[src/hta_pkg.sv]
// Shared types and constants for the handle table allocator.
package hta_pkg;

  // Field widths of the item streams.
  localparam int ID_W    = 32;
  localparam int SLOT_W  = 6;
  localparam int CMD_W   = 2;
  localparam int ST_W    = 2;
  localparam int TDATA_W = 40;

  // Configuration port geometry.
  localparam int CFG_AW = 3;
  localparam int CFG_DW = 32;

  // Command codes carried in the input tuser.
  localparam logic [CMD_W-1:0] CMD_REGISTER = 2'd0;
  localparam logic [CMD_W-1:0] CMD_CHECK    = 2'd1;
  localparam logic [CMD_W-1:0] CMD_RELEASE  = 2'd2;

  // Status codes carried in the output tuser.
  localparam logic [ST_W-1:0] ST_OK   = 2'd0;
  localparam logic [ST_W-1:0] ST_BAD  = 2'd1;
  localparam logic [ST_W-1:0] ST_FULL = 2'd2;

  // Register indexes, taken from paddr bit 2.
  localparam logic CFG_IDX_MARKER = 1'b0;
  localparam logic CFG_IDX_START  = 1'b1;

  // Write events from the register block to the sequencer.
  typedef struct packed {
    logic            marker_wr;
    logic            start_wr;
    logic [ID_W-1:0] wdata;
  } cfg_evt_t;

endpackage

[src/hta_ram.sv]
// Generic single-write, single-read RAM with registered read data.
module hta_ram #(
  parameter int WIDTH = 32,
  parameter int DEPTH = 64
) (
  input  logic                     clk,
  input  logic                     we,
  input  logic [$clog2(DEPTH)-1:0] waddr,
  input  logic [WIDTH-1:0]         wdata,
  input  logic [$clog2(DEPTH)-1:0] raddr,
  output logic [WIDTH-1:0]         rdata
);

  logic [WIDTH-1:0] mem [DEPTH];

  // Write port and registered read port.
  always_ff @(posedge clk) begin
    if (we) begin
      mem[waddr] <= wdata;
    end
    rdata <= mem[raddr];
  end

endmodule

[src/hta_cfg.sv]
// Configuration register block behind the APB-style port.
module hta_cfg (
  input  logic                         clk,
  input  logic                         rst_n,
  input  logic                         cfg_psel,
  input  logic                         cfg_penable,
  input  logic                         cfg_pwrite,
  input  logic [hta_pkg::CFG_AW-1:0]   cfg_paddr,
  input  logic [hta_pkg::CFG_DW-1:0]   cfg_pwdata,
  output logic [hta_pkg::CFG_DW-1:0]   cfg_prdata,
  output logic                         cfg_pready,
  output logic [hta_pkg::ID_W-1:0]     empty_marker,
  output hta_pkg::cfg_evt_t            evt
);

  import hta_pkg::*;

  logic [ID_W-1:0] empty_marker_r;
  logic [ID_W-1:0] start_id_r;
  logic            wr_en;

  assign cfg_pready = 1'b1;
  assign wr_en      = cfg_psel & cfg_penable & cfg_pwrite & cfg_pready;

  // Decode write strobes; the sequencer reacts in the same cycle.
  always_comb begin
    evt.marker_wr = wr_en && (cfg_paddr[2] == CFG_IDX_MARKER);
    evt.start_wr  = wr_en && (cfg_paddr[2] == CFG_IDX_START);
    evt.wdata     = cfg_pwdata;
  end

  always_ff @(posedge clk) begin
    if (!rst_n) begin
      empty_marker_r <= '0;
      start_id_r     <= '0;
    end else begin
      if (evt.marker_wr) begin
        empty_marker_r <= cfg_pwdata;
      end
      if (evt.start_wr) begin
        start_id_r <= cfg_pwdata;
      end
    end
  end

  // Read back.
  assign cfg_prdata   = (cfg_paddr[2] == CFG_IDX_START) ? start_id_r : empty_marker_r;
  assign empty_marker = empty_marker_r;

endmodule

[src/handle_table_allocator.sv]
// Handle table allocator: one command item in, one result item out, scanning a slot RAM.
// A check reads the slot (S_LOOK) and compares it (S_CMP), a release writes the marker into
// the slot (S_REL), undefined commands go straight to S_DONE, and a register scans the table;
// one slot is read per cycle through one shared compare. An item holds the block until its
// result moves to the output register; a new item is taken while the previous result waits.
// Reset (synchronous, rst_n low) and every empty_marker write start a clearing pass that
// writes the marker into every slot; no item is accepted meanwhile.
module handle_table_allocator #(
  parameter int TABLE_DEPTH = 64
) (
  input  logic                         clk,
  input  logic                         rst_n,
  // APB-style configuration port
  input  logic                         cfg_psel,
  input  logic                         cfg_penable,
  input  logic                         cfg_pwrite,
  input  logic [hta_pkg::CFG_AW-1:0]   cfg_paddr,
  input  logic [hta_pkg::CFG_DW-1:0]   cfg_pwdata,
  output logic [hta_pkg::CFG_DW-1:0]   cfg_prdata,
  output logic                         cfg_pready,
  // Command items
  input  logic                         in_tvalid,
  output logic                         in_tready,
  input  logic [hta_pkg::TDATA_W-1:0]  in_tdata,  // handle_id[31:0], slot_index[37:32]
  input  logic [hta_pkg::CMD_W-1:0]    in_tuser,  // command[1:0]
  // Result items
  output logic                         out_tvalid,
  input  logic                         out_tready,
  output logic [hta_pkg::TDATA_W-1:0]  out_tdata, // issued_id[31:0], issued_slot[37:32]
  output logic [hta_pkg::ST_W-1:0]     out_tuser  // status[1:0]
);

  import hta_pkg::*;

  localparam int ADDR_W = $clog2(TABLE_DEPTH);
  localparam int CNT_W  = $clog2(TABLE_DEPTH + 1);
  localparam int WIDE_W = ((ADDR_W > SLOT_W) ? ADDR_W : SLOT_W) + 1;
  localparam logic [ADDR_W-1:0] LAST_POS = ADDR_W'(TABLE_DEPTH - 1);
  localparam logic [CNT_W-1:0]  FULL_CNT = CNT_W'(TABLE_DEPTH);

  typedef enum logic [6:0] {
    S_CLEAR = 7'b0000001,
    S_IDLE  = 7'b0000010,
    S_SCAN  = 7'b0000100,
    S_LOOK  = 7'b0001000,
    S_CMP   = 7'b0010000,
    S_REL   = 7'b0100000,
    S_DONE  = 7'b1000000
  } state_t;

  state_t            state_r, state_nxt;
  logic [ADDR_W-1:0] clr_pos_r, clr_pos_nxt;
  logic [ADDR_W-1:0] scan_pos_r, scan_pos_nxt;
  logic [CNT_W-1:0]  issued_cnt_r, issued_cnt_nxt;
  logic [ADDR_W-1:0] cmp_pos_r, cmp_pos_nxt;
  logic              cmp_vld_r, cmp_vld_nxt;
  logic [ADDR_W-1:0] search_start_r, search_start_nxt;
  logic [ID_W-1:0]   id_counter_r, id_counter_nxt;
  logic [ID_W-1:0]   hid_r, hid_nxt;
  logic [SLOT_W-1:0] slot_r, slot_nxt;
  logic [ST_W-1:0]   res_status_r, res_status_nxt;
  logic [ID_W-1:0]   res_id_r, res_id_nxt;
  logic [SLOT_W-1:0] res_slot_r, res_slot_nxt;
  logic              out_vld_r, out_vld_nxt;
  logic [ST_W-1:0]   out_status_r, out_status_nxt;
  logic [ID_W-1:0]   out_id_r, out_id_nxt;
  logic [SLOT_W-1:0] out_slot_r, out_slot_nxt;

  logic [ID_W-1:0]   empty_marker;
  cfg_evt_t          cfg_evt;

  logic              ram_we;
  logic [ADDR_W-1:0] ram_waddr;
  logic [ID_W-1:0]   ram_wdata;
  logic [ADDR_W-1:0] ram_raddr;
  logic [ID_W-1:0]   ram_rdata;

  logic [WIDE_W-1:0] slot_wide;
  logic [WIDE_W-1:0] cmp_pos_wide;
  logic              slot_in_range;
  logic [ADDR_W-1:0] slot_addr;
  logic [ID_W-1:0]   cmp_ref;
  logic              cmp_eq;
  logic [ID_W-1:0]   id_inc;
  logic              in_fire;

  // Configuration registers.
  hta_cfg u_cfg (
    .clk          (clk),
    .rst_n        (rst_n),
    .cfg_psel     (cfg_psel),
    .cfg_penable  (cfg_penable),
    .cfg_pwrite   (cfg_pwrite),
    .cfg_paddr    (cfg_paddr),
    .cfg_pwdata   (cfg_pwdata),
    .cfg_prdata   (cfg_prdata),
    .cfg_pready   (cfg_pready),
    .empty_marker (empty_marker),
    .evt          (cfg_evt)
  );

  // Slot ID table.
  hta_ram #(
    .WIDTH (ID_W),
    .DEPTH (TABLE_DEPTH)
  ) u_ram (
    .clk   (clk),
    .we    (ram_we),
    .waddr (ram_waddr),
    .wdata (ram_wdata),
    .raddr (ram_raddr),
    .rdata (ram_rdata)
  );

  // Slot range check and address forms.
  assign slot_wide     = WIDE_W'(slot_r);
  assign slot_in_range = slot_wide < WIDE_W'(TABLE_DEPTH);
  assign slot_addr     = slot_wide[ADDR_W-1:0];
  assign cmp_pos_wide  = WIDE_W'(cmp_pos_r);

  // Shared compare unit: empty marker while scanning, given ID while checking.
  assign cmp_ref = (state_r == S_SCAN) ? empty_marker : hid_r;
  assign cmp_eq  = (ram_rdata == cmp_ref);
  assign id_inc  = id_counter_r + ID_W'(1);

  assign ram_raddr = (state_r == S_SCAN) ? scan_pos_r : slot_addr;

  assign in_tready = (state_r == S_IDLE);
  assign in_fire   = in_tvalid & in_tready;

  // Sequencer.
  always_comb begin
    state_nxt        = state_r;
    clr_pos_nxt      = clr_pos_r;
    scan_pos_nxt     = scan_pos_r;
    issued_cnt_nxt   = issued_cnt_r;
    cmp_pos_nxt      = cmp_pos_r;
    cmp_vld_nxt      = cmp_vld_r;
    search_start_nxt = search_start_r;
    id_counter_nxt   = id_counter_r;
    hid_nxt          = hid_r;
    slot_nxt         = slot_r;
    res_status_nxt   = res_status_r;
    res_id_nxt       = res_id_r;
    res_slot_nxt     = res_slot_r;
    out_vld_nxt      = out_vld_r & ~out_tready;
    out_status_nxt   = out_status_r;
    out_id_nxt       = out_id_r;
    out_slot_nxt     = out_slot_r;
    ram_we           = 1'b0;
    ram_waddr        = slot_addr;
    ram_wdata        = empty_marker;

    case (state_r)
      S_CLEAR: begin
        ram_we    = 1'b1;
        ram_waddr = clr_pos_r;
        if (clr_pos_r == LAST_POS) begin
          state_nxt = S_IDLE;
        end else begin
          clr_pos_nxt = clr_pos_r + ADDR_W'(1);
        end
      end
      S_IDLE: begin
        if (in_fire) begin
          hid_nxt        = in_tdata[ID_W-1:0];
          slot_nxt       = in_tdata[ID_W+SLOT_W-1:ID_W];
          res_status_nxt = ST_BAD;
          res_id_nxt     = '0;
          res_slot_nxt   = '0;
          case (in_tuser)
            CMD_REGISTER: begin
              state_nxt      = S_SCAN;
              scan_pos_nxt   = search_start_r;
              issued_cnt_nxt = '0;
              cmp_vld_nxt    = 1'b0;
            end
            CMD_CHECK:   state_nxt = S_LOOK;
            CMD_RELEASE: state_nxt = S_REL;
            default:     state_nxt = S_DONE;
          endcase
        end
      end
      S_SCAN: begin
        if (cmp_vld_r && cmp_eq) begin
          // Empty slot found: claim it with the next ID.
          ram_we           = 1'b1;
          ram_waddr        = cmp_pos_r;
          ram_wdata        = id_inc;
          id_counter_nxt   = id_inc;
          search_start_nxt = cmp_pos_r;
          res_status_nxt   = ST_OK;
          res_id_nxt       = id_inc;
          res_slot_nxt     = cmp_pos_wide[SLOT_W-1:0];
          state_nxt        = S_DONE;
        end else if (!cmp_vld_r && (issued_cnt_r == FULL_CNT)) begin
          res_status_nxt = ST_FULL;
          state_nxt      = S_DONE;
        end else if (issued_cnt_r != FULL_CNT) begin
          // Read one more slot; its data is compared next cycle.
          cmp_pos_nxt    = scan_pos_r;
          cmp_vld_nxt    = 1'b1;
          issued_cnt_nxt = issued_cnt_r + CNT_W'(1);
          scan_pos_nxt   = (scan_pos_r == LAST_POS) ? '0 : scan_pos_r + ADDR_W'(1);
        end else begin
          cmp_vld_nxt = 1'b0;
        end
      end
      S_LOOK: begin
        state_nxt = S_CMP;
      end
      S_CMP: begin
        res_status_nxt = (slot_in_range && cmp_eq) ? ST_OK : ST_BAD;
        state_nxt      = S_DONE;
      end
      S_REL: begin
        ram_we         = slot_in_range;
        res_status_nxt = ST_OK;
        state_nxt      = S_DONE;
      end
      S_DONE: begin
        if (!out_vld_r || out_tready) begin
          out_vld_nxt    = 1'b1;
          out_status_nxt = res_status_r;
          out_id_nxt     = res_id_r;
          out_slot_nxt   = res_slot_r;
          state_nxt      = S_IDLE;
        end
      end
      default: begin
        state_nxt = S_IDLE;
      end
    endcase

    // A new empty marker empties the whole table again.
    if (cfg_evt.marker_wr) begin
      state_nxt        = S_CLEAR;
      clr_pos_nxt      = '0;
      search_start_nxt = '0;
    end
    if (cfg_evt.start_wr) begin
      id_counter_nxt = cfg_evt.wdata;
    end
  end

  // Control state.
  always_ff @(posedge clk) begin
    if (!rst_n) begin
      state_r        <= S_CLEAR;
      clr_pos_r      <= '0;
      scan_pos_r     <= '0;
      issued_cnt_r   <= '0;
      cmp_vld_r      <= 1'b0;
      search_start_r <= '0;
      id_counter_r   <= '0;
      out_vld_r      <= 1'b0;
    end else begin
      state_r        <= state_nxt;
      clr_pos_r      <= clr_pos_nxt;
      scan_pos_r     <= scan_pos_nxt;
      issued_cnt_r   <= issued_cnt_nxt;
      cmp_vld_r      <= cmp_vld_nxt;
      search_start_r <= search_start_nxt;
      id_counter_r   <= id_counter_nxt;
      out_vld_r      <= out_vld_nxt;
    end
  end

  // Payload registers.
  always_ff @(posedge clk) begin
    cmp_pos_r    <= cmp_pos_nxt;
    hid_r        <= hid_nxt;
    slot_r       <= slot_nxt;
    res_status_r <= res_status_nxt;
    res_id_r     <= res_id_nxt;
    res_slot_r   <= res_slot_nxt;
    out_status_r <= out_status_nxt;
    out_id_r     <= out_id_nxt;
    out_slot_r   <= out_slot_nxt;
  end

  assign out_tvalid = out_vld_r;
  assign out_tuser  = out_status_r;
  assign out_tdata  = {{(TDATA_W - ID_W - SLOT_W){1'b0}}, out_slot_r, out_id_r};

endmodule

[config.mk]
export PLATFORM = sky130hd
export DESIGN_NAME = handle_table_allocator
export DESIGN_NICKNAME = d
export VERILOG_FILES = /design/src/hta_pkg.sv /design/src/hta_ram.sv /design/src/hta_cfg.sv /design/src/handle_table_allocator.sv
export SDC_FILE = /design/constraint.sdc
export NUM_CORES = 2
export LEC_CHECK = 0
export ABC_AREA = 1
export ABC_CLOCK_PERIOD_IN_PS = 12700
export BUFFER_PORTS_ARGS = -buffer_cell sky130_fd_sc_hd__buf_2
export CAP_MARGIN = 10
export CORE_ASPECT_RATIO = 0.9
export CORE_MARGIN = 2
export CORE_UTILIZATION = 33
export DETAILED_ROUTE_END_ITERATION = 16
export PLACE_DENSITY_LB_ADDON = 0.15
export SLEW_MARGIN = 15
export SYNTH_ARGS = -nofsm -noshare
export SYNTH_HDL_FRONTEND = slang
export SYNTH_SLANG_ARGS = --single-unit
[constraint.sdc]
create_clock -name clk -period 12.7 [get_ports clk]
set_clock_uncertainty 0.15 [all_clocks]
set_input_delay 1.27 -clock clk [delete_from_list [all_inputs] [get_ports clk]]
set_output_delay 1.27 -clock clk [all_outputs]
set_load 0.05 [all_outputs]
## Word-level counts from Yosys, hierarchy flattened

Memory sizes are Yosys's and may differ from the RTL's. A register that Yosys moved wholly into a read port is not among the register bits.
Index checks and enable logic that the tools add are counted.

- Output and inout bits: 77
- Flip-flop bits (word level): 254
- Bits in writable memories: 2,048
- Word-level logic and storage cells: 136
- Memories: 1
- Input port bits: 84

- Mux-type cells: 52
- Reductions and logical operators: 26
- Equal/unequal tests: 23
- Bitwise operators: 10
- Order comparisons: 1
- $add $sub $neg: 4

Memory list:

| name | depth | width | read ports | clocked after memory_dff | wr ports | RTL line | RTL |
|---|---|---|---|---|---|---|---|
| u_ram.mem | 64 | 32 | 1 | 1 | 1 | hta_ram.sv:14 | `logic [WIDTH-1:0] mem [DEPTH];` |

Operators by type and width:

| kind | count |
|---|---|
| 32-bit 2-to-1 mux | 8 |
| 7-bit 2-to-1 mux | 10 |
| 32-bit case mux with 2 select lines | 1 |
| 6-bit 2-to-1 mux | 10 |
| 7-bit case mux with 6 select lines | 1 |
| 6-bit case mux with 2 select lines | 3 |
| 32-bit by 1-bit adder with 32-bit output, second input constant | 1 |
| 32-bit == test | 1 |
| 7-bit case mux with 3 select lines | 1 |
| 7-bit == test, second input constant | 2 |
| 7-bit case mux with 2 select lines | 1 |
| 6-bit by 1-bit adder with 6-bit output, second input constant | 2 |
| 6-bit == test, second input constant | 2 |
| 1-bit 2-to-1 mux | 11 |
| 2-bit AND reduction | 5 |
| 2-bit by 1-bit inequality test with 1-bit output, second input constant | 4 |
| 2-bit inequality test, second input constant | 4 |
| 2-bit case mux with 4 select lines | 1 |
| 4-bit AND reduction | 2 |
| 7-bit by 1-bit adder with 7-bit output, second input constant | 1 |
| 7-bit by 1-bit == test with 1-bit output, second input constant | 1 |
| 7-bit by 2-bit == test with 1-bit output, second input constant | 1 |
| 7-bit by 3-bit == test with 1-bit output, second input constant | 1 |
| 7-bit by 4-bit == test with 1-bit output, second input constant | 1 |
| other kinds (22) | 41 |

## Longest topological paths before layout

- Depth after elaboration: 8
- Mapped depth: 22
- Gate-level depth less buffers: 21

## Hierarchy

From an unflattened synthesis, not the netlist that was laid out.

- Cell total of the unflattened synthesis: 8,565
- Area total of the unflattened synthesis: 96,035.9 um^2

Modules (own cells, without submodules):

| module | cells an instance | times used | area an instance (um^2) |
|---|---|---|---|
| hta_ram | 6,769 | 1 | 82,738.1 |
| handle_table_allocator | 1,274 | 1 | 9,963.3 |
| hta_cfg | 522 | 1 | 3,334.4 |

## Worst setup path after synthesis

Ideal clock, no wire load.

- Kind: register to register
- Start point: register state_r[6]
- End point: register res_id_r[0], enable pin
- Data arrival time: 5.142 ns
- Setup slack: 6.974 ns
- Setup time: 0.434 ns
- Cell stages (with the launch flop): 11
- Clock period less this slack: 5.726 ns
- Path through: dfxtp_1 > inv_1 > nand2_2 > nor2_4 > buf_4 > inv_2 > nor4_4 > inv_2 > nor2_1 > nor2_1 > nor2_1

- Elaborated cells on any way between the ends: 10
- Those cells by class: 5 x eq/ne; 1 x mux; 1 x bitwise; 3 x reduce/logical

RTL lines:

| what | RTL line | RTL |
|---|---|---|
| start: declaration | handle_table_allocator.sv:51 | `state_t state_r, state_nxt;` |
| start signal: assignment | handle_table_allocator.sv:258 | `state_r <= state_nxt;` |
| 7-bit by 2-bit == test with 1-bit output (*) | handle_table_allocator.sv:128 | `assign in_tready = (state_r == S_IDLE);` |
| named net in_tready | handle_table_allocator.sv:23 | `output logic in_tready,` |
| 1-bit bitwise AND | handle_table_allocator.sv:129 | `assign in_fire = in_tvalid & in_tready;` |
| 2-bit by 1-bit inequality test with 1-bit output (no line) | -- |  |
| 3-bit AND reduction (no line) (*) | -- |  |
| end signal: assignment | handle_table_allocator.sv:275 | `res_id_r <= res_id_nxt;` |
| end: declaration | handle_table_allocator.sv:62 | `logic [ID_W-1:0] res_id_r, res_id_nxt;` |

The timed path passes the listed nets; every way through them passes the cells marked *.
A chain may end at the register's enable or synchronous reset.

## Worst setup path after layout

- Start point: register state_r[6]
- End point: memory u_ram.mem[52][10], enable pin

- Longest elaborated chain between the ends: 8
- Elaborated cells on any way between the ends: 12
- Those cells by class: 4 x eq/ne; 7 x mux; 1 x reduce/logical

Ends and longest elaborated chain:

| what | RTL line | RTL |
|---|---|---|
| 7-bit by 3-bit == test with 1-bit output | handle_table_allocator.sv:122, handle_table_allocator.sv:154 |  |
| 32-bit 2-to-1 mux | handle_table_allocator.sv:122 | `assign cmp_ref = (state_r == S_SCAN) ? empty_marker : hid_r;` |
| 32-bit == test | handle_table_allocator.sv:123 | `assign cmp_eq = (ram_rdata == cmp_ref);` |
| 1-bit logical AND | handle_table_allocator.sv:185 | `if (cmp_vld_r && cmp_eq) begin` |
| 1-bit 2-to-1 mux | handle_table_allocator.sv:185 |  |
| 1-bit case mux with 3 select lines | handle_table_allocator.sv:154 | `case (state_r)` |
| 1-bit 2-to-1 mux | hta_ram.sv:18 | `if (we) begin` |
| 1-bit 2-to-1 mux (not written as such) | hta_ram.sv:19 | `mem[waddr] <= wdata;` |
| end: declaration | hta_ram.sv:14 |  |

Parallel ways exist; a longest one is shown, timed or not.

==> results.sh <==
export IMPL_period_minus_slack_ns=6.92
export IMPL_grt_pass1_wl_microns=422000
export IMPL_final_antenna_net_count=0
export IMPL_preCtsSetupSlack_ns=5.85
export IMPL_cp_arrival_ns=7.29
export IMPL_synth_top_family_by_area="compound AO/OA/AOI/OAI gates"
export IMPL_vias=60850
export IMPL_io_pins=161
export IMPL_worst_path_most_repeated_cell="nand2_1"
export IMPL_rsz0062_at_grt="false"
export IMPL_cts_tree="done"
export IMPL_wl_per_cell_microns=26.7
export IMPL_status="finished clean"
export IMPL_totalWireLength_microns=298000
export IMPL_p_leak_uw=0.0336
export IMPL_drtIter0Drc=6327
export IMPL_syn_cell_area_sq_um=92100
export IMPL_synthMuxAreaShare=0
export IMPL_p_sw_uw=4420
export IMPL_drc=0
export IMPL_crit_path_cell_trace="inv_1, nand2_2, nor2_4, buf_4, nand2_4, buf_4, nand2_1, nand2_1, nand2_1, nand2_1, nand2_1, nor2_1, nand2_1, nor2_4, nand4_4, nand3_1, nand2_1, inv_2, nand3_1, nor2_4, buf_4"
export IMPL_ys_ff_latch=2334
export IMPL_synth_top_area_share=0.708
export IMPL_chipWidth_microns=561
export IMPL_relSlewSlack=0.264
export IMPL_p_sw_frac=0.255
export IMPL_path_clk_slew_ns=0.06
export IMPL_ys_flop_type="edfxtp_1"
export IMPL_antenna_found_initial=7
export IMPL_critical_path_required_ns=13.07
export IMPL_fin_ws_ns=5.78
export IMPL_clock_latency_ns=0.89
export IMPL_ys_top_cells_by_area="edfxtp_1, o21ai_0, nor2_1"
export IMPL_fp_row_count=184
export IMPL_synth_simple_area_share=0.0899
export IMPL_yosysMostFrequentCell="edfxtp_1"
export IMPL_synth_adder_area_share=0.000679
export IMPL_cp_start_kind="flop"
export IMPL_grt_use_total=0.204
export IMPL_cts_hold_buffers=0
export IMPL_yosysSeqAreaShare=0.743
export IMPL_p_seq_frac=0.513
export IMPL_setup_tns_ns=0
export IMPL_finalHoldViolations=0
export IMPL_yosys_top_cells_count="edfxtp_1, nor2_1, o21ai_0, nand2_1, clkbuf_1"
export IMPL_cp_slowest_stage_delay_ns=1.09
export IMPL_final_nets=7333
export IMPL_core_area_sq_um=279000
export IMPL_drv_cap=0
export IMPL_die_h_microns=505
export IMPL_grt_max_degree=177
export IMPL_synth_compound_gate_area_share=0.135
export IMPL_worstHoldPathType="flop to flop"
export IMPL_timing_final_crit_share=0.545
export IMPL_area_delta_synth_final_pct=14.5
export IMPL_final_util=0.379
export IMPL_cts_resized=0
export IMPL_drive_gt1_frac=0.107
export IMPL_clockBufferDepth=3
export IMPL_whs_ns=0.245
export IMPL_clkPwrFrac=0.394
export IMPL_start_util=0.331
export IMPL_yosysUniqueCellTypes=45
export IMPL_syn_avg_cell_area_sq_um=12.8
export IMPL_dieArea_sq_um=283000
export IMPL_routed_via_density=5.44
export IMPL_comb_power_share=0.093
export IMPL_synthCells=7193
export IMPL_clock_fmax_mhz=144
export IMPL_worst_slew_pin_slew_ns=1.10
export IMPL_dr_pass1_iters=5
export IMPL_intPower_uw=12900
export IMPL_yosysWarnings=0
export IMPL_cp_slowest_cell="nor2_4"
export IMPL_p_per_area_nw_per_um2=165
export IMPL_path_delay_family="simple AND/OR/NAND/NOR gates"
export IMPL_setup_viol=0
export IMPL_slew_viol_final=0
export IMPL_ir_drop_v=0.000180
export IMPL_cts_sink_count=2334
export IMPL_port_buffers=153
export IMPL_clock_tree_root_cell="clkbuf_16"
export IMPL_h_tree_depth=4
export IMPL_path_buf_inv=5
export IMPL_synthXorXnorAreaFrac=0.00162
export IMPL_postCtsSetupBuffers=0
export IMPL_synth_edf_count=2172
export IMPL_crit_type="flop to flop"
export IMPL_place_gp_congestion=0.841
export IMPL_cts_made_buffers=241
export IMPL_grt_ovfl_total=0
export IMPL_cp_end_kind="flop"
export IMPL_grt_pass1_vias=57257
export IMPL_synth_async_reset_ratio=0
export IMPL_yosysTopAreaCell="edfxtp_1"
export IMPL_crit_fanout=75
export IMPL_dp_hpwl_microns=158000
-- power groups by stage --
stage,logic [uW],clock network [uW],registers [uW]
6_report,1620,6850,8900
5_1_grt,1730,7280,8930
4_1_cts,1620,6990,8900
3_5_place_dp,1620,0,9060
3_3_place_gp,1600,0,9060
2_1_floorplan,832,0,9070
-- layout by cell type (no fill, tap or decap), types with 7 or more instances in the layout --
cell type,count
nand4_1,20
clkinv_1,61
nand3_1,287
clkinv_2,41
bufinv_16,12
nor2_1,1127
o221ai_1,228
buf_2,153
o21ai_4,31
buf_4,156
o22ai_1,282
edfxtp_1,2172
nand3b_1,10
a21oi_1,112
dfxtp_1,162
a31oi_1,35
nand2_2,10
nor3_1,31
xor2_1,13
inv_6,7
inv_2,8
nand2_1,458
o21ai_0,1132
clkbuf_8,11
clkbuf_1,63
buf_12,11
inv_1,182
clkbuf_16,244
o211ai_1,253
nor2_4,72
-- per-layer routing --
metal / global-route usage / wire length (microns) / vias to the layer above
li1: - / - / 27025
met1: 0.304 / 139000 / 31163
met2: 0.311 / 133000 / 2253
met3: 0.0308 / 20300 / 409
met4: 0.0486 / 6460 / 0
met5: 0 / 0 / -
-- cell type report --
type / instances / area [sq um]
Multi-Input combinational cell: 4149 / 21800
Inverter: 198 / 778
Timing Repair Buffer: 320 / 2160
Clock buffer: 321 / 6520
Clock inverter: 132 / 1080
Tap cell: 3720 / 4650
Fill cell: 26501 / 173000
Antenna cell: 2 / 5.00
Sequential cell: 2334 / 68500
-- path summary, 6_finish.rpt --
check | from | end | slack [ns] | cells past startpoint
hold reg to reg | res_status_r[1] | out_tuser[1] | 0.24 | 0
setup reg to reg | state_r[6] | u_ram.mem[52][10] | 5.78 | 21
setup / recovery | state_r[6] | u_ram.mem[52][10] | 5.78 | 21
hold / removal | res_status_r[1] | out_tuser[1] | 0.24 | 0
-- kinds of logic (layout without fill, tap and decap cells) --
family	Yosys count	count (layout)
AOI/OAI and AO/OA	2091	2091
xor gates and xnor gates	17	17
other	2	5
and+or+nand+nor	2033	2033
buffers and inverters	711	971
DFF	2334	2334
adders and majority gates	5	5
-- per-stage QoR --
step	area [sq um]	power (uW)	cells
2_1_floorplan	92100	9910	7194
3_3_place_gp	97900	10700	10720
3_5_place_dp	97900	10700	10720
4_1_cts	105000	17500	11173
5_1_grt	105000	17900	11174
6_report	106000	17400	11176
-- sequential cells by signal, indices dropped and copies added (netlist names), 6 cells and up --
register,cells
u_ram.mem,2048
u_cfg.empty_marker,32
scan_pos_r,6
u_cfg.start_id_r,32
id_counter_r,32
hid_r,32
out_id_r,32
res_id_r,32
state_r,7
cmp_pos_r,6
out_slot_r,6
u_ram.rdata,32
slot_addr,6
issued_cnt_r,7
res_slot_r,6
search_start_r,6
clr_pos_r,6
-- worst register-to-register path, cell delays in order, from the launching register on --
cell     delay, ns
dfxtp_1       0.35
inv_1         0.06
nand2_2       0.08
nor2_4        0.03
buf_4         0.26
nand2_4       0.35
buf_4         0.76
nand2_1       0.24
nand2_1       0.11
nand2_1       0.05
nand2_1       0.06
nand2_1       0.06
nor2_1        0.10
nand2_1       0.09
nor2_4        0.29
nand4_4       0.56
nand3_1       0.23
nand2_1       0.33
inv_2         0.19
nand3_1       0.61
nor2_4        1.10
buf_4         0.51
No activity file was read; power rests on OpenSTA's default activity.
